`src/rtl/crt_pkg.sv`:
```
`timescale 1ns / 1ps
// Shared types and constants for the two-moduli CRT solver.
// No dependencies; every other file but crt_div uses this package.
package crt_pkg;

    localparam int MODULUS_BITS = 32;
    localparam int FIELD_W      = 32;
    localparam int WIDE_W       = 64;
    localparam int IN_DATA_W    = 4 * FIELD_W;
    localparam int OUT_DATA_W   = 2 * WIDE_W;

    typedef enum logic [3:0] {
        OP_RED_A,
        OP_RED_B,
        OP_GCD,
        OP_NR,
        OP_MR,
        OP_LCM,
        OP_AG,
        OP_BG,
        OP_DQ,
        OP_DR,
        OP_INV0,
        OP_INVQ,
        OP_INVM,
        OP_TMUL,
        OP_TDIV,
        OP_SOL
    } op_t;

    typedef enum logic [4:0] {
        S_IDLE,
        S_RED_A,
        S_RED_B,
        S_GCD,
        S_NR,
        S_MR,
        S_LCM,
        S_AG,
        S_BG,
        S_CHK,
        S_DQ,
        S_DR,
        S_INV_SEL,
        S_INV0,
        S_INVQ,
        S_INVM,
        S_TMUL,
        S_TDIV,
        S_SOL,
        S_DONE
    } state_t;

    typedef struct packed {
        logic load;
        logic start;
        logic commit;
        logic finish;
        op_t  op;
    } cmd_t;

    typedef struct packed {
        logic done;
        logic q_zero;
        logic mismatch;
        logic mr_le1;
        logic out_full;
    } stat_t;

endpackage

```
`src/rtl/two_moduli_crt_solver_core.sv`:
```
`timescale 1ns / 1ps
// Top level of the two-moduli CRT solver: sequencer plus datapath.
// Depends on crt_pkg, crt_ctrl and crt_datapath.
//
// Channel  Dir  Fields (lowest bit first)
// s_axis   in   tdata: residue_first, modulus_first, residue_second, modulus_second
// m_axis   out  tdata: solution, combined_modulus; tuser: solvable
//
// Each division step, the final 2*MODULUS_BITS-bit reduction included, runs on the one
// serial divider, and each multiply on the one shared multiplier; one item at a time.
// A new beat is taken while a finished result waits in the output register.
// Reset is asynchronous, active low, and leaves the block idle.
module two_moduli_crt_solver_core #(
    parameter int MODULUS_BITS = crt_pkg::MODULUS_BITS
) (
    input  logic                           clk,
    input  logic                           rst_n,
    input  logic                           s_axis_tvalid,
    output logic                           s_axis_tready,
    // residue_first, modulus_first, residue_second, modulus_second
    input  logic [crt_pkg::IN_DATA_W-1:0]  s_axis_tdata,
    output logic                           m_axis_tvalid,
    input  logic                           m_axis_tready,
    // solution, combined_modulus
    output logic [crt_pkg::OUT_DATA_W-1:0] m_axis_tdata,
    // solvable
    output logic [0:0]                     m_axis_tuser
);

    crt_pkg::cmd_t  cmd;
    crt_pkg::stat_t st;

    crt_ctrl u_ctrl (
        .clk      (clk),
        .rst_n    (rst_n),
        .in_valid (s_axis_tvalid),
        .in_ready (s_axis_tready),
        .st       (st),
        .cmd      (cmd)
    );

    crt_datapath #(.W(MODULUS_BITS)) u_dp (
        .clk          (clk),
        .rst_n        (rst_n),
        .cmd          (cmd),
        .st           (st),
        .in_data      (s_axis_tdata),
        .out_valid    (m_axis_tvalid),
        .out_ready    (m_axis_tready),
        .out_data     (m_axis_tdata),
        .out_solvable (m_axis_tuser[0])
    );

endmodule

```
`src/rtl/crt_div.sv`:
```
`timescale 1ns / 1ps
// Restoring radix-2 divider, one quotient bit per cycle.
// Short mode divides a W-bit dividend, long mode a 2W-bit one; uses no package.
module crt_div #(
    parameter int W = 32
) (
    input  logic           clk,
    input  logic           rst_n,
    input  logic           start,
    input  logic           long_mode,
    input  logic [2*W-1:0] dividend,
    input  logic [W-1:0]   divisor,
    output logic           done,
    output logic [2*W-1:0] quotient,
    output logic [W-1:0]   remainder
);

    localparam int CW = $clog2(2 * W + 1);

    logic [2*W-1:0] dd_reg;
    logic [W-1:0]   rem_reg;
    logic [W-1:0]   dvs_reg;
    logic [CW-1:0]  cnt_reg;
    logic           busy_reg;
    logic           done_reg;
    logic [W:0]     trial;
    logic [W:0]     diff;
    logic           qbit;

    assign trial = {rem_reg, dd_reg[2*W-1]};
    assign diff  = trial - {1'b0, dvs_reg};
    assign qbit  = (trial >= {1'b0, dvs_reg});

    always_ff @(posedge clk or negedge rst_n)
    begin
        if (!rst_n)
        begin
            busy_reg <= 1'b0;
            done_reg <= 1'b0;
            cnt_reg  <= '0;
        end
        else
        begin
            done_reg <= 1'b0;
            if (start)
            begin
                busy_reg <= 1'b1;
                cnt_reg  <= long_mode ? CW'(2 * W) : CW'(W);
            end
            else if (busy_reg)
            begin
                cnt_reg <= cnt_reg - CW'(1);
                if (cnt_reg == CW'(1))
                begin
                    busy_reg <= 1'b0;
                    done_reg <= 1'b1;
                end
            end
        end
    end

    always_ff @(posedge clk)
    begin
        if (start)
        begin
            dd_reg  <= long_mode ? dividend : {dividend[W-1:0], {W{1'b0}}};
            rem_reg <= '0;
            dvs_reg <= divisor;
        end
        else if (busy_reg)
        begin
            rem_reg <= qbit ? diff[W-1:0] : trial[W-1:0];
            dd_reg  <= {dd_reg[2*W-2:0], qbit};
        end
    end

    assign done      = done_reg;
    assign quotient  = dd_reg;
    assign remainder = rem_reg;

endmodule

```
`src/rtl/crt_datapath.sv`:
```
`timescale 1ns / 1ps
// Datapath of the CRT solver: operand registers, shared multiplier, output register.
// Depends on crt_pkg and crt_div.
module crt_datapath #(
    parameter int W = crt_pkg::MODULUS_BITS
) (
    input  logic                           clk,
    input  logic                           rst_n,
    input  crt_pkg::cmd_t                  cmd,
    output crt_pkg::stat_t                 st,
    input  logic [crt_pkg::IN_DATA_W-1:0]  in_data,
    output logic                           out_valid,
    input  logic                           out_ready,
    output logic [crt_pkg::OUT_DATA_W-1:0] out_data,
    output logic                           out_solvable
);

    localparam int SW = W + 2;
    localparam int PW = 2 * SW;
    localparam int FW = crt_pkg::FIELD_W;

    logic [W-1:0] a_reg, n_reg, b_reg, m_reg, p_reg, q_reg;
    logic [W-1:0] nr_reg, mr_reg, ag_reg, dq_reg, d_reg, qq_reg, t_reg;
    logic signed [SW-1:0] s0_reg, s1_reg;
    logic signed [PW-1:0] prod_reg;
    logic [2*W-1:0] lcm_reg, sol_reg;
    logic mismatch_reg, mul_done_reg;
    logic out_valid_reg, out_solvable_reg;
    logic [crt_pkg::WIDE_W-1:0] out_sol_reg, out_lcm_reg;

    logic is_mul;
    logic div_long, div_done;
    logic [2*W-1:0] div_dvd, div_quo;
    logic [W-1:0] div_dvs, div_rem, diff_ab, fa, fn, fb, fm;
    logic signed [SW-1:0] ma, mb, inv;

    assign fa = in_data[W-1:0];
    assign fn = in_data[FW+W-1:FW];
    assign fb = in_data[2*FW+W-1:2*FW];
    assign fm = in_data[3*FW+W-1:3*FW];

    assign is_mul = (cmd.op == crt_pkg::OP_LCM) || (cmd.op == crt_pkg::OP_INVM) ||
                    (cmd.op == crt_pkg::OP_TMUL) || (cmd.op == crt_pkg::OP_SOL);
    assign diff_ab = (b_reg >= a_reg) ? (b_reg - a_reg) : (a_reg - b_reg);

    always_comb
    begin
        if (mr_reg <= W'(1))
            inv = '0;
        else if (s0_reg < 0)
            inv = s0_reg + $signed({2'b00, mr_reg});
        else
            inv = s0_reg;
    end

    always_comb
    begin
        div_long = 1'b0;
        div_dvd  = {{W{1'b0}}, a_reg};
        div_dvs  = n_reg;
        case (cmd.op)
            crt_pkg::OP_RED_B: begin div_dvd = {{W{1'b0}}, b_reg};   div_dvs = m_reg;  end
            crt_pkg::OP_GCD:   begin div_dvd = {{W{1'b0}}, p_reg};   div_dvs = q_reg;  end
            crt_pkg::OP_NR:    begin div_dvd = {{W{1'b0}}, n_reg};   div_dvs = p_reg;  end
            crt_pkg::OP_MR:    begin div_dvd = {{W{1'b0}}, m_reg};   div_dvs = p_reg;  end
            crt_pkg::OP_AG:    begin div_dvd = {{W{1'b0}}, a_reg};   div_dvs = p_reg;  end
            crt_pkg::OP_BG:    begin div_dvd = {{W{1'b0}}, b_reg};   div_dvs = p_reg;  end
            crt_pkg::OP_DQ:    begin div_dvd = {{W{1'b0}}, diff_ab}; div_dvs = p_reg;  end
            crt_pkg::OP_DR:    begin div_dvd = {{W{1'b0}}, dq_reg};  div_dvs = mr_reg; end
            crt_pkg::OP_INV0:  begin div_dvd = {{W{1'b0}}, nr_reg};  div_dvs = mr_reg; end
            crt_pkg::OP_INVQ:  begin div_dvd = {{W{1'b0}}, p_reg};   div_dvs = q_reg;  end
            crt_pkg::OP_TDIV:
            begin
                div_dvd  = prod_reg[2*W-1:0];
                div_dvs  = mr_reg;
                div_long = 1'b1;
            end
            default: ;
        endcase
    end

    always_comb
    begin
        ma = $signed({2'b00, n_reg});
        mb = $signed({2'b00, mr_reg});
        case (cmd.op)
            crt_pkg::OP_INVM: begin ma = $signed({2'b00, qq_reg}); mb = s1_reg; end
            crt_pkg::OP_TMUL: begin ma = $signed({2'b00, d_reg});  mb = inv;    end
            crt_pkg::OP_SOL:  begin mb = $signed({2'b00, t_reg}); end
            default: ;
        endcase
    end

    crt_div #(.W(W)) u_div (
        .clk       (clk),
        .rst_n     (rst_n),
        .start     (cmd.start && !is_mul),
        .long_mode (div_long),
        .dividend  (div_dvd),
        .divisor   (div_dvs),
        .done      (div_done),
        .quotient  (div_quo),
        .remainder (div_rem)
    );

    always_ff @(posedge clk)
    begin
        if (cmd.start && is_mul)
            prod_reg <= ma * mb;
        if (cmd.load)
        begin
            a_reg <= fa;
            b_reg <= fb;
            n_reg <= (fn == '0) ? W'(1) : fn;
            m_reg <= (fm == '0) ? W'(1) : fm;
        end
        if (cmd.commit)
        begin
            case (cmd.op)
                crt_pkg::OP_RED_A: a_reg <= div_rem;
                crt_pkg::OP_RED_B:
                begin
                    b_reg <= div_rem;
                    p_reg <= n_reg;
                    q_reg <= m_reg;
                end
                crt_pkg::OP_GCD:
                begin
                    p_reg <= q_reg;
                    q_reg <= div_rem;
                end
                crt_pkg::OP_NR:  nr_reg <= div_quo[W-1:0];
                crt_pkg::OP_MR:  mr_reg <= div_quo[W-1:0];
                crt_pkg::OP_LCM: lcm_reg <= prod_reg[2*W-1:0];
                crt_pkg::OP_AG:  ag_reg <= div_rem;
                crt_pkg::OP_BG:  mismatch_reg <= (div_rem != ag_reg);
                crt_pkg::OP_DQ:  dq_reg <= div_quo[W-1:0];
                crt_pkg::OP_DR:
                    d_reg <= ((b_reg >= a_reg) || (div_rem == '0)) ? div_rem
                                                                   : (mr_reg - div_rem);
                crt_pkg::OP_INV0:
                begin
                    p_reg  <= mr_reg;
                    q_reg  <= div_rem;
                    s0_reg <= '0;
                    s1_reg <= SW'(1);
                end
                crt_pkg::OP_INVQ:
                begin
                    qq_reg <= div_quo[W-1:0];
                    p_reg  <= q_reg;
                    q_reg  <= div_rem;
                end
                crt_pkg::OP_INVM:
                begin
                    s0_reg <= s1_reg;
                    s1_reg <= s0_reg - $signed(prod_reg[SW-1:0]);
                end
                crt_pkg::OP_TDIV: t_reg <= div_rem;
                crt_pkg::OP_SOL:  sol_reg <= {{W{1'b0}}, a_reg} + prod_reg[2*W-1:0];
                default: ;
            endcase
        end
        if (cmd.finish)
        begin
            out_sol_reg      <= mismatch_reg ? '0 : crt_pkg::WIDE_W'(sol_reg);
            out_lcm_reg      <= crt_pkg::WIDE_W'(lcm_reg);
            out_solvable_reg <= !mismatch_reg;
        end
    end

    always_ff @(posedge clk or negedge rst_n)
    begin
        if (!rst_n)
        begin
            mul_done_reg  <= 1'b0;
            out_valid_reg <= 1'b0;
        end
        else
        begin
            mul_done_reg <= cmd.start && is_mul;
            if (cmd.finish)
                out_valid_reg <= 1'b1;
            else if (out_ready)
                out_valid_reg <= 1'b0;
        end
    end

    assign st.done     = div_done || mul_done_reg;
    assign st.q_zero   = (q_reg == '0);
    assign st.mismatch = mismatch_reg;
    assign st.mr_le1   = (mr_reg <= W'(1));
    assign st.out_full = out_valid_reg;

    assign out_valid    = out_valid_reg;
    assign out_data     = {out_lcm_reg, out_sol_reg};
    assign out_solvable = out_solvable_reg;

endmodule

```
`src/rtl/crt_ctrl.sv`:
```
`timescale 1ns / 1ps
// Sequencer of the CRT solver: walks the reduce, gcd, inverse and combine steps.
// Depends on crt_pkg.
module crt_ctrl (
    input  logic           clk,
    input  logic           rst_n,
    input  logic           in_valid,
    output logic           in_ready,
    input  crt_pkg::stat_t st,
    output crt_pkg::cmd_t  cmd
);

    crt_pkg::state_t state_reg, state_next;
    logic            phase_reg, phase_next;
    logic            is_step;
    crt_pkg::op_t    op;
    crt_pkg::state_t nxt;

    always_ff @(posedge clk or negedge rst_n)
    begin
        if (!rst_n)
        begin
            state_reg <= crt_pkg::S_IDLE;
            phase_reg <= 1'b0;
        end
        else
        begin
            state_reg <= state_next;
            phase_reg <= phase_next;
        end
    end

    always_comb
    begin
        cmd        = '0;
        cmd.op     = crt_pkg::OP_RED_A;
        state_next = state_reg;
        phase_next = phase_reg;
        in_ready   = 1'b0;
        is_step    = 1'b0;
        op         = crt_pkg::OP_RED_A;
        nxt        = crt_pkg::S_IDLE;
        case (state_reg)
            crt_pkg::S_IDLE:
            begin
                in_ready = 1'b1;
                if (in_valid)
                begin
                    cmd.load   = 1'b1;
                    state_next = crt_pkg::S_RED_A;
                end
            end
            crt_pkg::S_RED_A: begin is_step = 1'b1; op = crt_pkg::OP_RED_A; nxt = crt_pkg::S_RED_B; end
            crt_pkg::S_RED_B: begin is_step = 1'b1; op = crt_pkg::OP_RED_B; nxt = crt_pkg::S_GCD; end
            crt_pkg::S_GCD:
            begin
                if (!phase_reg && st.q_zero)
                    state_next = crt_pkg::S_NR;
                else
                begin
                    is_step = 1'b1;
                    op      = crt_pkg::OP_GCD;
                    nxt     = crt_pkg::S_GCD;
                end
            end
            crt_pkg::S_NR:  begin is_step = 1'b1; op = crt_pkg::OP_NR;  nxt = crt_pkg::S_MR;  end
            crt_pkg::S_MR:  begin is_step = 1'b1; op = crt_pkg::OP_MR;  nxt = crt_pkg::S_LCM; end
            crt_pkg::S_LCM: begin is_step = 1'b1; op = crt_pkg::OP_LCM; nxt = crt_pkg::S_AG;  end
            crt_pkg::S_AG:  begin is_step = 1'b1; op = crt_pkg::OP_AG;  nxt = crt_pkg::S_BG;  end
            crt_pkg::S_BG:  begin is_step = 1'b1; op = crt_pkg::OP_BG;  nxt = crt_pkg::S_CHK; end
            crt_pkg::S_CHK:
                state_next = st.mismatch ? crt_pkg::S_DONE : crt_pkg::S_DQ;
            crt_pkg::S_DQ:  begin is_step = 1'b1; op = crt_pkg::OP_DQ;  nxt = crt_pkg::S_DR;  end
            crt_pkg::S_DR:
            begin
                is_step = 1'b1;
                op      = crt_pkg::OP_DR;
                nxt     = crt_pkg::S_INV_SEL;
            end
            crt_pkg::S_INV_SEL:
                state_next = st.mr_le1 ? crt_pkg::S_TMUL : crt_pkg::S_INV0;
            crt_pkg::S_INV0:
            begin
                is_step = 1'b1;
                op      = crt_pkg::OP_INV0;
                nxt     = crt_pkg::S_INVQ;
            end
            crt_pkg::S_INVQ:
            begin
                if (!phase_reg && st.q_zero)
                    state_next = crt_pkg::S_TMUL;
                else
                begin
                    is_step = 1'b1;
                    op      = crt_pkg::OP_INVQ;
                    nxt     = crt_pkg::S_INVM;
                end
            end
            crt_pkg::S_INVM:
            begin
                is_step = 1'b1;
                op      = crt_pkg::OP_INVM;
                nxt     = crt_pkg::S_INVQ;
            end
            crt_pkg::S_TMUL:
            begin
                is_step = 1'b1;
                op      = crt_pkg::OP_TMUL;
                nxt     = crt_pkg::S_TDIV;
            end
            crt_pkg::S_TDIV:
            begin
                is_step = 1'b1;
                op      = crt_pkg::OP_TDIV;
                nxt     = crt_pkg::S_SOL;
            end
            crt_pkg::S_SOL:
            begin
                is_step = 1'b1;
                op      = crt_pkg::OP_SOL;
                nxt     = crt_pkg::S_DONE;
            end
            crt_pkg::S_DONE:
            begin
                if (!st.out_full)
                begin
                    cmd.finish = 1'b1;
                    state_next = crt_pkg::S_IDLE;
                end
            end
            default: state_next = crt_pkg::S_IDLE;
        endcase

        if (is_step)
        begin
            cmd.op = op;
            if (!phase_reg)
            begin
                cmd.start  = 1'b1;
                phase_next = 1'b1;
            end
            else if (st.done)
            begin
                cmd.commit = 1'b1;
                phase_next = 1'b0;
                state_next = nxt;
            end
        end
    end

endmodule

```
`config.mk`:
```
export PLATFORM = sky130hd
export DESIGN_NAME = two_moduli_crt_solver_core
export DESIGN_NICKNAME = d
export VERILOG_FILES = /design/src/rtl/crt_pkg.sv /design/src/rtl/two_moduli_crt_solver_core.sv /design/src/rtl/crt_div.sv /design/src/rtl/crt_datapath.sv /design/src/rtl/crt_ctrl.sv
export SDC_FILE = /design/constraint.sdc
export NUM_CORES = 2
export LEC_CHECK = 0
export BUFFER_PORTS_ARGS = -buffer_cell sky130_fd_sc_hd__buf_4
export CAP_MARGIN = 40
export CORE_MARGIN = 2
export CORE_UTILIZATION = 55
export CTS_CLUSTER_SIZE = 30
export DETAILED_ROUTE_END_ITERATION = 10
export PLACE_DENSITY = 0.72
export SYNTH_ARGS = -nofsm -noshare
export SYNTH_HDL_FRONTEND = slang
export SYNTH_HIERARCHICAL = 1
export SYNTH_SLANG_ARGS = --single-unit
```
`constraint.sdc`:
```
create_clock -name clk -period 13.1 [get_ports clk]
set_input_delay 0.655 -clock clk [delete_from_list [all_inputs] [get_ports clk]]
set_output_delay 0.655 -clock clk [all_outputs]
set_load 0.1 [all_outputs]
```
==> impl_metrics.xml <==
<?xml version="1.0" encoding="UTF-8"?>
<metrics>
  <group name="run_status">
    <metric name="run_status" unit="">finished, violations left</metric>
    <metric name="failing_checks" unit="">design-rule violations</metric>
  </group>
  <group name="floorplan">
    <metric name="die-area" unit="µm²">162500</metric>
    <metric name="rows" unit="">146</metric>
    <metric name="ioPinCount" unit="">263</metric>
    <metric name="core_region_area" unit="µm²">158200</metric>
    <metric name="chipWidth" unit="µm">403.1</metric>
    <metric name="die_y" unit="µm">403.1</metric>
    <metric name="floorplan.initialDensity" unit="">0.5537</metric>
  </group>
  <group name="clock_tree">
    <metric name="worst_setup_hold_path_clk_slew" unit="ns">0.07</metric>
    <metric name="cts_tree" unit="">done</metric>
    <metric name="cts.sinks" unit="">951</metric>
    <metric name="cts.root.buffer_cell" unit="">sky130_fd_sc_hd__clkbuf_16</metric>
    <metric name="ctsHtreeMaxLevel" unit="">3</metric>
    <metric name="cts_bufs_inserted" unit="">100</metric>
    <metric name="clkLatencyLatePin" unit="ns">0.77</metric>
    <metric name="clock_path_buffers" unit="">3</metric>
  </group>
  <group name="routing">
    <metric name="dr_total_vias" unit="">73043</metric>
    <metric name="drt_iter0_markers" unit="">11804</metric>
    <metric name="routedWlPerCell" unit="µm">32.01</metric>
    <metric name="drt-pass1-iter-count" unit="">11</metric>
    <metric name="drtAntennaViolNets" unit="">0</metric>
    <metric name="vias_per_cell" unit="">6.449</metric>
    <metric name="residual_drc_count" unit="">2</metric>
    <metric name="routed_wirelength" unit="mm">362.5</metric>
  </group>
  <group name="finish">
    <metric name="drive_above_1_share" unit="">0.1069</metric>
    <metric name="num-nets-final" unit="">10814</metric>
    <metric name="num-fill-cells" unit="">13039</metric>
    <metric name="mostFrequentLayoutCell" unit="">sky130_fd_sc_hd__inv_1</metric>
    <metric name="layout.cells.most_common_list" unit="">1294 x sky130_fd_sc_hd__inv_1, 1119 x sky130_fd_sc_hd__fa_1, 1035 x sky130_fd_sc_hd__nor2_1</metric>
    <metric name="layout-area-overhead-vs-synth" unit="%">11.58</metric>
  </group>
  <group name="critical_path">
    <metric name="crit_type" unit="">reg -&gt; reg</metric>
    <metric name="worstPathMaxFanout" unit="">27</metric>
    <metric name="cp-end-kind" unit="">flop</metric>
    <metric name="critPathMaxStageDelay" unit="ns">0.74</metric>
    <metric name="cpMostUsedCell" unit="">sky130_fd_sc_hd__fa_1</metric>
    <metric name="crit_path_start_kind" unit="">flop</metric>
    <metric name="cell_type_of_the_slowest_stage_on_the_worst_timing_path" unit="">sky130_fd_sc_hd__o2111a_1</metric>
    <metric name="required" unit="ns">13.58</metric>
    <metric name="crit_arrival" unit="ns">13.25</metric>
  </group>
  <group name="synthesis">
    <metric name="synthArstFlopShare" unit="">0.01788</metric>
    <metric name="synth_seq_cells" unit="">951</metric>
    <metric name="synth.cell_area" unit="µm²">87590</metric>
    <metric name="synth_enable_flop_cells" unit="">838</metric>
    <metric name="synth.lib_cells_used.distinct" unit="">105</metric>
    <metric name="synth.yosys.seq_area_share" unit="">0.3141</metric>
    <metric name="synth_nets" unit="">10513</metric>
    <metric name="ys.warnings.count" unit="">6</metric>
    <metric name="synth_flop_cell" unit="">sky130_fd_sc_hd__edfxtp_1</metric>
    <metric name="synth_area_per_cell" unit="µm²">9.897</metric>
    <metric name="post_synth_inst_count" unit="">8851</metric>
  </group>
  <group name="sta">
    <metric name="final.period_utilization" unit="">0.9755</metric>
    <metric name="max-slew-margin-rel" unit="">0.2577</metric>
    <metric name="rsz0062_at_grt" unit="">no</metric>
    <metric name="timing.final.max_slew_violations" unit="">0</metric>
    <metric name="tightestPinTransition" unit="ns">1.113</metric>
    <metric name="final-hold-violation-count" unit="">0</metric>
    <metric name="final.min_clock_period" unit="ns">12.78</metric>
    <metric name="finClkSkew" unit="ns">0.08565</metric>
    <metric name="setup-tns-final" unit="ns">0</metric>
    <metric name="fin_hold_ws" unit="ns">0.08258</metric>
    <metric name="clock.fmax" unit="MHz">78.25</metric>
    <metric name="timing.final.setup_violations" unit="">0</metric>
  </group>
  <group name="run">
    <metric name="maxCapViolations" unit="">0</metric>
  </group>
  <group name="global_routing">
    <metric name="first_global_vias" unit="">71046</metric>
    <metric name="antenna_found_initial" unit="">32</metric>
    <metric name="globalRouteOverflowTotal" unit="">0</metric>
    <metric name="grt_pass1_wl" unit="mm">510.7</metric>
    <metric name="pin_count_of_the_biggest_net_entering_global_routing" unit="">83</metric>
    <metric name="track_usage" unit="">0.4441</metric>
  </group>
  <group name="power_and_ir_drop">
    <metric name="leakage" unit="nW">43.14</metric>
    <metric name="ir_worst_vdd" unit="V">0.0001004</metric>
    <metric name="power_density" unit="nW/µm²">64.24</metric>
  </group>
  <group name="placement">
    <metric name="port_buffers" unit="">262</metric>
    <metric name="gp_routability_congestion" unit="">1.091</metric>
    <metric name="place_hpwl" unit="mm">286.8</metric>
  </group>
  <group name="min_path">
    <metric name="timing.hold.worst.class" unit="">in -&gt; reg</metric>
  </group>
</metrics>
through the flow:
step                      power [mW]  area, µm²  setup WS [ns]  instances  utilization
after global routing           6.390      97690         0.2848      11309       0.6175
after CTS                      6.282      97690         0.8334      11309       0.6175
after global placement         3.361      93740         0.9351      11082       0.5926
after floorplan                3.323      87590          2.532       8851            -
final                          6.278      97740         0.3209      11327       0.6178
after detailed placement       3.361      94290         0.8760      11121       0.5960
repair_timing:
action,4_1_cts,5_1_grt
hold endpoints to repair,17,0
hold buffers,1,0
setup buffers,0,0
resized for setup,0,0
per-layer routing:
| layer | vias up | track usage | wire length, µm |
|---|---|---|---|
| li1 | 29840 | - | - |
| met3 | 1179 | 0.1976 | 61300 |
| met4 | 25 | 0.2429 | 25340 |
| met1 | 35947 | 0.5927 | 132400 |
| met2 | 6052 | 0.6023 | 143200 |
| met5 | - | 0.005055 | 294 |
power breakdown:
group	internal [mW]	total (mW)	switching, mW	leakage (nW)
Combinational	0.0266	0.0462	0.0196	33.0
Sequential	3.25	3.25	0	8.49
Clock	1.67	2.98	1.31	1.63
Total	4.95	6.28	1.33	43.1
final timing paths:
path                                    from               endpoint  slack [ns]  cells after the start
setup / recovery              u_dp/q_reg[22]      u_dp/prod_reg[60]        0.32                     40
hold reg to reg             u_dp/lcm_reg[63]   u_dp/out_lcm_reg[63]        0.42                      0
setup reg to reg              u_dp/q_reg[22]      u_dp/prod_reg[60]        0.32                     40
min in group asynchronous              rst_n         u_dp/out_valid        0.32                      2
max in group asynchronous              rst_n  u_dp/u_div/cnt_reg[0]       12.54                      2
hold / removal             s_axis_tdata[109]         u_dp/m_reg[13]        0.08                      1
final cells by class:
type	instances	area [µm²]	area share
antenna	18	45.04	0.0004609
clock buffer	126	2704	0.02766
clock inverter	61	688.2	0.007041
inverter	1295	4861	0.04974
multi-input combinational	6117	53620	0.5486
sequential	951	27510	0.2815
tap	2072	2592	0.02653
timing repair buffer	687	5715	0.05848
synth_stat cells (14+ instances only):
library cell | count | area (µm²)
sky130_fd_sc_hd__o21a_1 | 50 | 375.4
sky130_fd_sc_hd__o2111a_1 | 18 | 202.7
sky130_fd_sc_hd__o21ai_1 | 30 | 150.1
sky130_fd_sc_hd__a21o_1 | 134 | 1006
sky130_fd_sc_hd__edfxtp_1 | 838 | 25160
sky130_fd_sc_hd__clkbuf_1 | 399 | 1498
sky130_fd_sc_hd__buf_1 | 36 | 135.1
sky130_fd_sc_hd__nor4_1 | 51 | 319.1
sky130_fd_sc_hd__or3_1 | 35 | 219.0
sky130_fd_sc_hd__o211ai_1 | 22 | 165.2
sky130_fd_sc_hd__buf_2 | 40 | 200.2
sky130_fd_sc_hd__o22ai_1 | 17 | 106.4
sky130_fd_sc_hd__o21ai_0 | 283 | 1416
sky130_fd_sc_hd__a211o_1 | 14 | 122.6
sky130_fd_sc_hd__ha_1 | 411 | 5142
sky130_fd_sc_hd__nor2_1 | 1048 | 3934
sky130_fd_sc_hd__a221o_1 | 14 | 140.1
sky130_fd_sc_hd__o31ai_1 | 14 | 105.1
sky130_fd_sc_hd__and2_1 | 68 | 425.4
sky130_fd_sc_hd__dfrtp_1 | 17 | 425.4
sky130_fd_sc_hd__a22oi_1 | 123 | 923.4
sky130_fd_sc_hd__nand2_1 | 892 | 3348
sky130_fd_sc_hd__xor2_1 | 91 | 797.0
sky130_fd_sc_hd__xnor2_1 | 220 | 1927
sky130_fd_sc_hd__o21bai_1 | 43 | 322.8
sky130_fd_sc_hd__a222oi_1 | 33 | 330.3
sky130_fd_sc_hd__nand4_1 | 51 | 319.1
sky130_fd_sc_hd__a211oi_1 | 24 | 180.2
sky130_fd_sc_hd__fa_1 | 1119 | 22400
sky130_fd_sc_hd__nand3_1 | 101 | 505.5
sky130_fd_sc_hd__mux2i_1 | 177 | 1772
sky130_fd_sc_hd__dfxtp_1 | 96 | 1922
sky130_fd_sc_hd__a221oi_1 | 27 | 236.5
sky130_fd_sc_hd__nand2b_1 | 66 | 412.9
sky130_fd_sc_hd__a31oi_1 | 28 | 175.2
sky130_fd_sc_hd__and3_1 | 43 | 269.0
sky130_fd_sc_hd__nor2b_1 | 107 | 669.4
sky130_fd_sc_hd__inv_1 | 1295 | 4861
sky130_fd_sc_hd__nor3_1 | 98 | 490.5
sky130_fd_sc_hd__a21oi_1 | 433 | 2167
sky130_fd_sc_hd__o2111ai_1 | 31 | 271.5
worst max-delay path, delay by kind of cell, from the launching register on:
kind | cells | cell delay [ns]
compound gates | 11 | 3.13
fa+ha+maj | 9 | 4.32
buf+inv | 8 | 1.13
simple gates | 11 | 3.31
xor+xnor | 1 | 0.13
flops | 1 | 0.42
cell families after synthesis:
logic type      Yosys count  synth area share
compound gates         1474            0.1116
xor+xnor                311           0.03110
fa+ha+maj              1531            0.3146
buf+inv                1783           0.07772
flops                   951            0.3141
mux                     185           0.02125
simple gates           2616            0.1296
Note: power is estimated with default switching activity, not from simulation.
